### src/rtl/otoh_pkg.sv
// Shared types and codes for the ownership token handshake unit.
// No dependencies; used by otoh_step and ownership_token_handshake_unit.
package otoh_pkg;

    // Action codes carried in the transaction's action field
    typedef enum logic [2:0] {
        ACT_INIT          = 3'd0,
        ACT_REQUEST       = 3'd1,
        ACT_PEER_REQUEST  = 3'd2,
        ACT_GRANT         = 3'd3,
        ACT_DENY          = 3'd4,
        ACT_PEER_RESPONSE = 3'd5,
        ACT_QUERY         = 3'd6
    } t_action;

    // Message kinds reported in msg_kind
    localparam logic [1:0] MSG_NONE     = 2'd0;
    localparam logic [1:0] MSG_REQUEST  = 2'd1;
    localparam logic [1:0] MSG_RESPONSE = 2'd2;

    // Configuration register indexes
    localparam int unsigned CFG_IDX_W = 4;
    localparam logic [CFG_IDX_W-1:0] CFG_TIMEOUT    = 4'd0;
    localparam logic [CFG_IDX_W-1:0] CFG_INIT_OWNER = 4'd1;
    localparam logic [31:0]          TIMEOUT_RESET  = 32'd1000;

    typedef struct packed {
        logic [2:0]  action;
        logic [2:0]  category;
        logic [31:0] nonce_in;
        logic        grant_in;
        logic [31:0] now_ticks;
    } t_in_item;

    typedef struct packed {
        logic [1:0]  msg_kind;
        logic [31:0] msg_nonce;
        logic        msg_grant;
        logic        owns;
        logic        request_pending;
        logic        incoming_pending;
    } t_out_item;

    // One category's stored state
    typedef struct packed {
        logic        owns;
        logic        out_active;
        logic [31:0] out_nonce;
        logic [31:0] out_sent_time;
        logic        in_active;
        logic [31:0] in_nonce;
        logic [31:0] in_received_time;
    } t_entry;

endpackage

### src/rtl/otoh_step.sv
// Combinational step for one category entry: decodes the action, checks slot age
// against the timeout and builds the new entry plus the result transaction.
// Depends on otoh_pkg.
module otoh_step (
    input  otoh_pkg::t_in_item  i_item,
    input  otoh_pkg::t_entry    i_entry,
    input  logic [31:0]         i_timeout,
    input  logic [31:0]         i_nonce_ctr,
    output otoh_pkg::t_entry    o_entry,
    output otoh_pkg::t_out_item o_result,
    output logic                o_bump
);

    logic [31:0] out_age;
    logic [31:0] in_age;
    logic        out_live;
    logic        in_live;
    logic        tmo_nz;
    logic        out_live_post;
    logic        in_live_post;

    assign out_age  = i_item.now_ticks - i_entry.out_sent_time;
    assign in_age   = i_item.now_ticks - i_entry.in_received_time;
    assign out_live = i_entry.out_active && (out_age < i_timeout);
    assign in_live  = i_entry.in_active && (in_age < i_timeout);
    // a freshly stamped slot has age zero, live for any nonzero timeout
    assign tmo_nz   = (i_timeout != 32'd0);

    always_comb begin
        o_entry            = i_entry;
        o_bump             = 1'b0;
        o_result.msg_kind  = otoh_pkg::MSG_NONE;
        o_result.msg_nonce = 32'd0;
        o_result.msg_grant = 1'b0;
        out_live_post      = out_live;
        in_live_post       = in_live;
        case (i_item.action)
            otoh_pkg::ACT_REQUEST: begin
                if (!i_entry.owns) begin
                    o_result.msg_kind = otoh_pkg::MSG_REQUEST;
                    if (out_live) begin
                        o_result.msg_nonce = i_entry.out_nonce;
                    end else begin
                        o_entry.out_active    = 1'b1;
                        o_entry.out_nonce     = i_nonce_ctr;
                        o_entry.out_sent_time = i_item.now_ticks;
                        o_bump                = 1'b1;
                        o_result.msg_nonce    = i_nonce_ctr;
                        out_live_post         = tmo_nz;
                    end
                end
            end
            otoh_pkg::ACT_PEER_REQUEST: begin
                o_entry.in_active        = 1'b1;
                o_entry.in_nonce         = i_item.nonce_in;
                o_entry.in_received_time = i_item.now_ticks;
                in_live_post             = tmo_nz;
            end
            otoh_pkg::ACT_GRANT, otoh_pkg::ACT_DENY: begin
                if (in_live) begin
                    o_result.msg_kind  = otoh_pkg::MSG_RESPONSE;
                    o_result.msg_nonce = i_entry.in_nonce;
                    o_entry.in_active  = 1'b0;
                    in_live_post       = 1'b0;
                    if (i_item.action == otoh_pkg::ACT_GRANT) begin
                        o_result.msg_grant = 1'b1;
                        o_entry.owns       = 1'b0;
                    end
                end
            end
            otoh_pkg::ACT_PEER_RESPONSE: begin
                if (out_live && (i_entry.out_nonce == i_item.nonce_in)) begin
                    o_entry.out_active = 1'b0;
                    out_live_post      = 1'b0;
                    if (i_item.grant_in) begin
                        o_entry.owns = 1'b1;
                    end
                end
            end
            default: begin
                // init, query and the unused code: no change to this entry
            end
        endcase
        o_result.owns             = o_entry.owns;
        o_result.request_pending  = out_live_post;
        o_result.incoming_pending = in_live_post;
    end

endmodule

### src/rtl/ownership_token_handshake_unit.sv
// Ownership token handshake unit: per-category ownership flags with outgoing and
// incoming request slots. Depends on otoh_pkg and otoh_step.
//
// Usage:
//   Input channel (i_in_valid / o_in_stall / i_in_item) carries one action
//   transaction per accepted cycle; output channel (o_out_valid / i_out_stall /
//   o_out_item) returns exactly one result transaction for each of them, in order.
//   Configuration (i_cfg_valid / o_cfg_ready / i_cfg_index / i_cfg_data) writes
//   timeout_ticks (index 0) or initial_owner (index 1); other indexes are dropped.
//   Write configuration only while no transaction is in flight.
// Pipeline: an accepted transaction is held in the input register, then moves into
//   the result register; one transaction per cycle sustained while the output does
//   not stall. The input register feeds one pass of otoh_step (two 32-bit age
//   subtract/compares) straight into the result register, and state is written back
//   on that same edge, so the next transaction always sees updated state.
// Reset: all ownership flags clear, all slots inactive, nonce counter zero,
//   timeout 1000, initial_owner 0. Nonce and timestamp storage is not cleared.
// Stall: while i_out_stall holds a valid result, the input register fills and
//   then o_in_stall rises in the same cycle; nothing is lost or repeated.
module ownership_token_handshake_unit #(
    parameter int NUM_CATEGORIES = 8
) (
    input  logic                                i_clk,
    input  logic                                i_rst_n,
    input  logic                                i_in_valid,
    output logic                                o_in_stall,
    input  otoh_pkg::t_in_item                  i_in_item,
    output logic                                o_out_valid,
    input  logic                                i_out_stall,
    output otoh_pkg::t_out_item                 o_out_item,
    input  logic                                i_cfg_valid,
    output logic                                o_cfg_ready,
    input  logic [otoh_pkg::CFG_IDX_W-1:0]      i_cfg_index,
    input  logic [31:0]                         i_cfg_data
);

    localparam int IDX_W = (NUM_CATEGORIES > 1) ? $clog2(NUM_CATEGORIES) : 1;

    // Input and result stages
    logic                r_in_valid;
    otoh_pkg::t_in_item  r_in;
    logic                r_out_valid;
    otoh_pkg::t_out_item r_out;

    // Configuration
    logic [31:0] r_timeout;
    logic        r_init_owner;

    // Per-category state
    logic        r_owns       [NUM_CATEGORIES];
    logic        r_out_active [NUM_CATEGORIES];
    logic [31:0] r_out_nonce  [NUM_CATEGORIES];
    logic [31:0] r_out_sent   [NUM_CATEGORIES];
    logic        r_in_active  [NUM_CATEGORIES];
    logic [31:0] r_in_nonce   [NUM_CATEGORIES];
    logic [31:0] r_in_recv    [NUM_CATEGORIES];
    logic [31:0] r_nonce_ctr;

    logic                out_free;
    logic                advance;
    logic                is_init;
    logic                in_range;
    logic [IDX_W+2:0]    cat_ext;
    logic [IDX_W-1:0]    idx;
    otoh_pkg::t_entry    cur_entry;
    otoh_pkg::t_entry    n_entry;
    otoh_pkg::t_out_item step_result;
    otoh_pkg::t_out_item n_out;
    logic                step_bump;
    logic                wb_en;

    // Result register may load when empty or when its transaction leaves now
    assign out_free    = !r_out_valid || !i_out_stall;
    assign advance     = r_in_valid && out_free;
    assign o_in_stall  = r_in_valid && !out_free;
    assign o_out_valid = r_out_valid;
    assign o_out_item  = r_out;
    assign o_cfg_ready = 1'b1;

    // Select the entry; out-of-range categories change nothing but the init reload
    assign cat_ext  = {{IDX_W{1'b0}}, r_in.category};
    assign idx      = cat_ext[IDX_W-1:0];
    assign in_range = ({29'd0, r_in.category} < 32'(NUM_CATEGORIES));
    assign is_init  = (r_in.action == otoh_pkg::ACT_INIT);

    // Init reloads ownership before the category's own step runs
    always_comb begin
        cur_entry.owns             = is_init ? r_init_owner : r_owns[idx];
        cur_entry.out_active       = r_out_active[idx];
        cur_entry.out_nonce        = r_out_nonce[idx];
        cur_entry.out_sent_time    = r_out_sent[idx];
        cur_entry.in_active        = r_in_active[idx];
        cur_entry.in_nonce         = r_in_nonce[idx];
        cur_entry.in_received_time = r_in_recv[idx];
    end

    otoh_step u_step (
        .i_item      (r_in),
        .i_entry     (cur_entry),
        .i_timeout   (r_timeout),
        .i_nonce_ctr (r_nonce_ctr),
        .o_entry     (n_entry),
        .o_result    (step_result),
        .o_bump      (step_bump)
    );

    assign wb_en = advance && in_range;
    // Out-of-range categories report all zero fields
    assign n_out = in_range ? step_result : '0;

    // Handshake and configuration control
    always_ff @(posedge i_clk) begin
        if (!i_rst_n) begin
            r_in_valid   <= 1'b0;
            r_out_valid  <= 1'b0;
            r_timeout    <= otoh_pkg::TIMEOUT_RESET;
            r_init_owner <= 1'b0;
            r_nonce_ctr  <= 32'd0;
        end else begin
            // hold the input register while its transaction cannot move on
            if (!o_in_stall) begin
                r_in_valid <= i_in_valid;
            end
            if (out_free) begin
                r_out_valid <= r_in_valid;
            end
            if (i_cfg_valid && o_cfg_ready) begin
                case (i_cfg_index)
                    otoh_pkg::CFG_TIMEOUT:    r_timeout    <= i_cfg_data;
                    otoh_pkg::CFG_INIT_OWNER: r_init_owner <= i_cfg_data[0];
                    default: begin
                        // drop writes to unknown registers
                    end
                endcase
            end
            if (wb_en && step_bump) begin
                r_nonce_ctr <= r_nonce_ctr + 32'd1;
            end
        end
    end

    // Payload registers
    always_ff @(posedge i_clk) begin
        if (i_in_valid && !o_in_stall) begin
            r_in <= i_in_item;
        end
        if (advance) begin
            r_out <= n_out;
        end
    end

    // Ownership and slot active bits
    always_ff @(posedge i_clk) begin
        if (!i_rst_n) begin
            for (int i = 0; i < NUM_CATEGORIES; i++) begin
                r_owns[i]       <= 1'b0;
                r_out_active[i] <= 1'b0;
                r_in_active[i]  <= 1'b0;
            end
        end else begin
            for (int i = 0; i < NUM_CATEGORIES; i++) begin
                // the stepped entry already carries the init owner
                if (wb_en && (idx == IDX_W'(i))) begin
                    r_owns[i]       <= n_entry.owns;
                    r_out_active[i] <= n_entry.out_active;
                    r_in_active[i]  <= n_entry.in_active;
                end else if (advance && is_init) begin
                    r_owns[i] <= r_init_owner;
                end
            end
        end
    end

    // Nonce and timestamp storage, valid only behind its active bit
    always_ff @(posedge i_clk) begin
        for (int i = 0; i < NUM_CATEGORIES; i++) begin
            if (wb_en && (idx == IDX_W'(i))) begin
                r_out_nonce[i] <= n_entry.out_nonce;
                r_out_sent[i]  <= n_entry.out_sent_time;
                r_in_nonce[i]  <= n_entry.in_nonce;
                r_in_recv[i]   <= n_entry.in_received_time;
            end
        end
    end

    // The nonce counter moves only with a transaction passing through
    a_ctr_only_on_advance: assert property (@(posedge i_clk) disable iff (!i_rst_n)
        !advance |=> $stable(r_nonce_ctr))
        else $error("nonce counter changed without a transaction");

    // A request message is never emitted for an owned category
    a_request_not_owned: assert property (@(posedge i_clk) disable iff (!i_rst_n)
        (r_out_valid && (r_out.msg_kind == otoh_pkg::MSG_REQUEST)) |-> !r_out.owns)
        else $error("request emitted while owning the category");

    // Answering a peer request closes the incoming slot
    a_response_closes: assert property (@(posedge i_clk) disable iff (!i_rst_n)
        (r_out_valid && (r_out.msg_kind == otoh_pkg::MSG_RESPONSE))
            |-> !r_out.incoming_pending)
        else $error("incoming slot still pending after a response");

    // A granted response gives up ownership
    a_grant_drops: assert property (@(posedge i_clk) disable iff (!i_rst_n)
        (r_out_valid && r_out.msg_grant)
            |-> ((r_out.msg_kind == otoh_pkg::MSG_RESPONSE) && !r_out.owns))
        else $error("grant reported without a response or with ownership kept");

    // A new transaction always lands in the result register when it is free
    a_no_bubble: assert property (@(posedge i_clk) disable iff (!i_rst_n)
        (r_in_valid && out_free) |=> r_out_valid)
        else $error("transaction lost between input and result register");

endmodule
### config.mk
export PLATFORM = sky130hd
export DESIGN_NAME = ownership_token_handshake_unit
export DESIGN_NICKNAME = d
export VERILOG_FILES = /design/src/rtl/otoh_pkg.sv /design/src/rtl/otoh_step.sv /design/src/rtl/ownership_token_handshake_unit.sv
export SDC_FILE = /design/constraint.sdc
export NUM_CORES = 1
export LEC_CHECK = 0
export BUFFER_PORTS_ARGS = -buffer_cell sky130_fd_sc_hd__buf_2
export CORE_MARGIN = 10
export CORE_UTILIZATION = 55
export CTS_BUF_LIST = sky130_fd_sc_hd__clkbuf_8 sky130_fd_sc_hd__clkbuf_16
export CTS_CLUSTER_SIZE = 10
export DETAILED_ROUTE_END_ITERATION = 6
export HOLD_SLACK_MARGIN = 0.03
export PLACE_DENSITY = 0.81
export SETUP_SLACK_MARGIN = 0.3
export SLEW_MARGIN = 20
export SYNTH_ARGS = -nofsm -noshare
export SYNTH_HDL_FRONTEND = slang
export SYNTH_SLANG_ARGS = --single-unit
### constraint.sdc
create_clock -name i_clk -period 13.87 [get_ports i_clk]
set_input_delay 1.387 -clock i_clk [delete_from_list [all_inputs] [get_ports i_clk]]
set_output_delay 1.387 -clock i_clk [all_outputs]
set_load 0.02 [all_outputs]
* Yosys cells after proc, flatten, opt, wreduce, memory -nomap -nowiden *
Memories as Yosys holds them, arrays and structs flattened. A register that Yosys moved wholly into a read port is not among the register bits.
Cells that the tools add are included.

word-level totals
  bits in registers = 176
  memory bits (writable) = 1048
  input bits = 112
  memories kept = 7

memory list
  name          words  bits a word  read ports  clocked after Yosys merged registers in  write ports  line                                  source
  r_in_nonce    8      32           1           1                                        1            ownership_token_handshake_unit.sv:55  logic [31:0] r_in_nonce [NUM_CATEGORIES];
  r_in_recv     8      32           1           1                                        1            ownership_token_handshake_unit.sv:56  logic [31:0] r_in_recv [NUM_CATEGORIES];
  r_out_nonce   8      32           1           1                                        1            ownership_token_handshake_unit.sv:52  logic [31:0] r_out_nonce [NUM_CATEGORIES];
  r_out_sent    8      32           1           1                                        1            ownership_token_handshake_unit.sv:53  logic [31:0] r_out_sent [NUM_CATEGORIES];
  r_in_active   8      1            1           1                                        8            ownership_token_handshake_unit.sv:54  logic r_in_active [NUM_CATEGORIES];
  r_out_active  8      1            1           1                                        8            ownership_token_handshake_unit.sv:51  logic r_out_active [NUM_CATEGORIES];
  +1 memories   n/a    n/a          n/a         n/a                                      n/a          n/a

cells by class
  $add $sub $neg = 3
  $lt $le $gt $ge = 2
  equality and inequality tests = 14
  mux-type cells = 207
  bitwise operators = 32
  reductions and logical operators = 57

operator list
  operator                                                                number
  32-bit two-way mux                                                      29
  32-bit OR reduction                                                     28
  1-bit two-way mux                                                       130
  65-bit two-way mux                                                      2
  64-bit two-way mux                                                      2
  3-bit two-way mux                                                       35
  34-bit one-hot mux with 2 select lines                                  1
  32-bit less-than comparator                                             2
  32-bit subtractor                                                       2
  35-bit two-way mux                                                      1
  33-bit two-way mux                                                      1
  32-bit by 1-bit adder with 32-bit output (second input constant)        1
  32-bit equality test                                                    1
  1-bit bitwise OR                                                        32
  32-bit nonzero test                                                     1
  3-bit equality test (second input constant)                             6
  1-bit logical AND                                                       16
  3-bit by 2-bit equality test with 1-bit output (second input constant)  4
  1-bit one-hot mux with 2 select lines                                   5
  3-bit by 1-bit equality test with 1-bit output (second input constant)  2
  3-bit logical NOT                                                       2
  2-bit AND reduction                                                     3
  4-bit by 1-bit equality test with 1-bit output (second input constant)  1
  1-bit logical NOT                                                       4
  other kinds (4)                                                         4

* Longest topological paths before layout *
  depth after elaboration = 14
  mapped depth = 31

* Hierarchy *
A second synthesis with hierarchy kept.

unflattened totals
  cell total of the unflattened synthesis = 3149
  area, all modules = 53186.0 µm²

by module, submodules not included
  module                          times used  cells an instance  area each (µm²)  sequential area each (µm²)
  ownership_token_handshake_unit  1           2052               45591.2          35994.5
  otoh_step                       1           1097               7594.8           0.0

* Least setup slack after synthesis *
No wires, ideal clock.

  kind = input -> register
  start point = in i_out_stall
  end point = mem r_out_active[3]
  setup time = 0.390 ns
  arrival = 9.051 ns
  required time = 13.480 ns
  slack = 4.429 ns
  cell stages on the path = 5
  path buffers = 1
  cell sequence = a21boi_0 clkbuf_1 nand2_1 nor2_1 o21ai_0

RTL lines
  what             line                                  source
  start, declared  ownership_token_handshake_unit.sv:29  input logic i_out_stall,
  end, declared    ownership_token_handshake_unit.sv:51

==> results.toml <==
[status]
status = "completed"

[hold_path]
hold_path_startpoint = "r_out_active[2]"
timing.hold.worst_endpoint = "r_out_active[2]"
hold-path-cell-count = 2
holdCritPathClass = "reg -> reg"

[cts]
max-clock-path-buffers = 3
clock_tree.root_cell = "clkbuf_16"
tritoncts_clock_tree = "done"
postCtsHoldBufs = 0
post_cts.resized_instances = 0
numCtsBuffers = 142
clk_pin_slew_ps = 60
clk_latency_ps = 750
postCtsSetupRepairBufs = 0
cts.sinks = 1227
cts_htree_levels = 4

[sta]
relSlewSlack_pct = 26.8
worst_slew_pin_slew_ps = 1100
setup_viol_count_final = 0
final.setup_skew_ps = 28.7
drv_slew = 0
achievable-frequency_ghz = 0.110
worst_slack_ps = 4800
hold_violations = 0
tns_ps = 0
fin_crit_sh_pct = 65.4
min_period_ps = 9070
unrepaired_setup_endpoints_after_global_routing = "false"

[grt]
grt_first_pass_wirelength_um = 186000
grt_pass1_vias = 29347
total_gr_overflow = 0
antenna_violations_before_repair = 2
grtUsageTotal_pct = 22.8
grt_start_max_net_pins = 112

[route]
wl_per_cell_um = 27.1
post_route_drc_violation_count = 0
vias = 29070
firstDrtPassIters = 6
route.detailed.vias_per_inst = 6.38
detail_route.wirelength_um = 123000
dr.first_iter.drc_count = 3635
ant_nets = 0

[die]
floorplan.die_area_um2 = 107000
dieHeight_um = 328
initial_utilization_pct = 55.7
io_pins = 153
placement_rows = 112
floorplan.die.width_um = 328
design.core.area_um2 = 93600

[cells_and_area]
layout_cell_area_excl_fill_um2 = 58400
layout_cells_sized_above_1_pct = 21.1
layout.nets = 3453
antenna_diode_count = 0
layout.filler_cells = 6388
area_growth_syn_to_layout_pct = 12.1

[worst_setup_path]
path_buf_inv = 2
cp-start-kind = "register"
regToRegEndpoint = "r_nonce_ctr[30]"
crit_family = "compound AO/OA/AOI/OAI gates"
ff2ff_setup_slack_ps = 4800
critical_path.max_fanout = 44
timing.critical_path.slowest_cell_delay_ps = 820
critical_path_class = "reg -> reg"
r2r.worst_path.cells = 25
critical_path.slowest_cell = "buf_4"
cp.arrival_ps = 9670
critPathRequiredTime_ps = 14470
setup.worst_path.end_class = "register"

[synthesis]
synth_top_area_cells = "edfxtp_1 66%, mux4_2 11%, dfxtp_1 3.3%"
post-synth-top-area-cell = "edfxtp_1"
yosys.cell_types.count = 72
synthCells = 3017
synth-edff-count = 1142
synth.yosys.warnings = 0
synthesis.area_um2 = 52100
ys_seq_elements = 1227
async_flop_share_pct = 0
synthesis.nets = 3257
synth_seq_area_share_pct = 69.1
syn-mean-instance-area_um2 = 17.3
synth_ff_type = "edfxtp_1"
synth_top_area_share_pct = 65.8

[placement]
gp_routability_congestion = 0.885
worst_setup_slack_after_placement_ps = 4920
place.port_buffers = 151
placedInstanceArea_um2 = 54200
hpwlAfterDp_um = 72300

[job]
maxCapViolCount = 0

[power_and_ir_drop]
max-vdd-ir-drop_mv = 0.146
power.total_w = 0.00866
power-per-cell-area_nw_per_um2 = 148
leakage_nw = 20.1
[routing by layer]
metal,vias up,track usage [%],part of all wire (%)
met5,-,0,0.011
met4,2,8.09,3.1
met3,224,4.01,8.6
met2,1598,36.3,48
met1,14810,31.8,40
li1,12436,-,-
[logic make-up (layout without fill, tap and decap cells)]
family / count (synthesis) / after routing / share of synthesized area (%)
flip-flops: 1227 / 1227 / 69.1
AND/OR/NAND/NOR: 484 / 484 / 4.29
multiplexers: 458 / 458 / 15.3
AO/OA/AOI/OAI: 419 / 419 / 4.92
buffers and inverters: 187 / 470 / 1.45
adder cells (fa/ha/maj): 128 / 128 / 3.10
XOR/XNOR: 113 / 113 / 1.90
other: 1 / 1 / 0.00719
[sequential cells by signal, indices dropped and copies added (netlist names), named ones only]
signal        flops
idx               3
r_in             68
r_in_active       8
r_nonce_ctr      32
r_out_nonce     256
o_out_valid       1
r_in_recv       256
r_out_sent      256
r_init_owner      1
r_owns            8
r_timeout        32
r_in_valid        1
r_out_active      8
o_out_item       38
r_in_nonce      256
[how the worst max path moves through the flow]
stage | cells after the start | slack (ps) | endpoint
floorplan | 5 | 4430 | r_out_active[3]
global placement | 25 | 5060 | r_nonce_ctr[19]
detailed placement | 25 | 4920 | r_nonce_ctr[19]
CTS | 25 | 4830 | r_nonce_ctr[30]
global route | 25 | 4180 | r_nonce_ctr[18]
finish | 25 | 4800 | r_nonce_ctr[30]
[worst register-to-register path, stage by stage (launching register included)]
cell and delay [ps]:
dfxtp_4 740, buf_4 830, mux4_2 640, mux2i_1 310, ha_1 350, o211a_1 260, o31a_1 130, o41a_1 360
a211o_1 350, o211a_1 330, a211oi_1 380, nor3_1 130, a2111oi_2 440, a21oi_1 160, xnor2_1 170, ha_1 310
nand4_1 120, nor2_1 270, nand2_1 110, a311oi_2 490, o21ai_4 370, buf_4 430, nor4_2 820, nand4_1 210
xor2_1 170, nor2_1 50
[Yosys cell counts, drive strengths merged (3+ instances only)]
cell	instances
a211oi	5
xnor2	49
or4	3
o211ai	10
o21bai	6
a21o	48
mux4	262
buf	64
a21boi	7
edfxtp	1142
o41a	3
o22ai	33
mux2	65
a211o	6
or3	11
or2	3
nor4	23
mux2i	131
dfxtp	85
nand3b	3
and2	3
nand4	22
nand2b	9
nor2b	10
ha	126
o31ai	4
o211a	7
and4	5
nand3	35
nor2	179
o21a	20
clkbuf	63
o21ai	44
inv	59
and3	19
nand2	130
a31oi	6
xor2	64
nor3	24
a21oi	202
[per-stage QoR]
stage                     cells  hold WS [ps]  util [%]
after floorplan            3017           430         -
after global placement     4323           442      57.9
after detailed placement   4323           446      57.9
after CTS                  4554           454      62.4
after global routing       4554           487      62.4
final                      4554           456      62.4
[final cells by class]
class	count	area, um^2	share of cell area [%]
sequential	1227	36000	61.6
multi-input combinational	1603	15400	26.4
clock buffer	146	3630	6.21
tap	1254	1570	2.69
timing repair buffer	179	991	1.70
clock inverter	85	554	0.949
inverter	60	263	0.450
[cell usage in the layout, fill, tap and decap left out, types with 49 or more instances in the layout]
cell type	n
ha_1	126
mux2_2	65
a21oi_1	201
dfxtp_1	82
xor2_1	64
clkbuf_16	144
nor2_1	177
inv_1	116
edfxtp_1	1142
xnor2_1	49
mux4_2	261
nand2_1	130
buf_2	151
mux2i_1	130
[power breakdown]
group,switching [W],internal [W]
registers,0.0000557,0.00422
logic,0.000618,0.000416
clock network,0.00144,0.00191
total,0.00211,0.00655
Power figures use the tool's default switching activity.
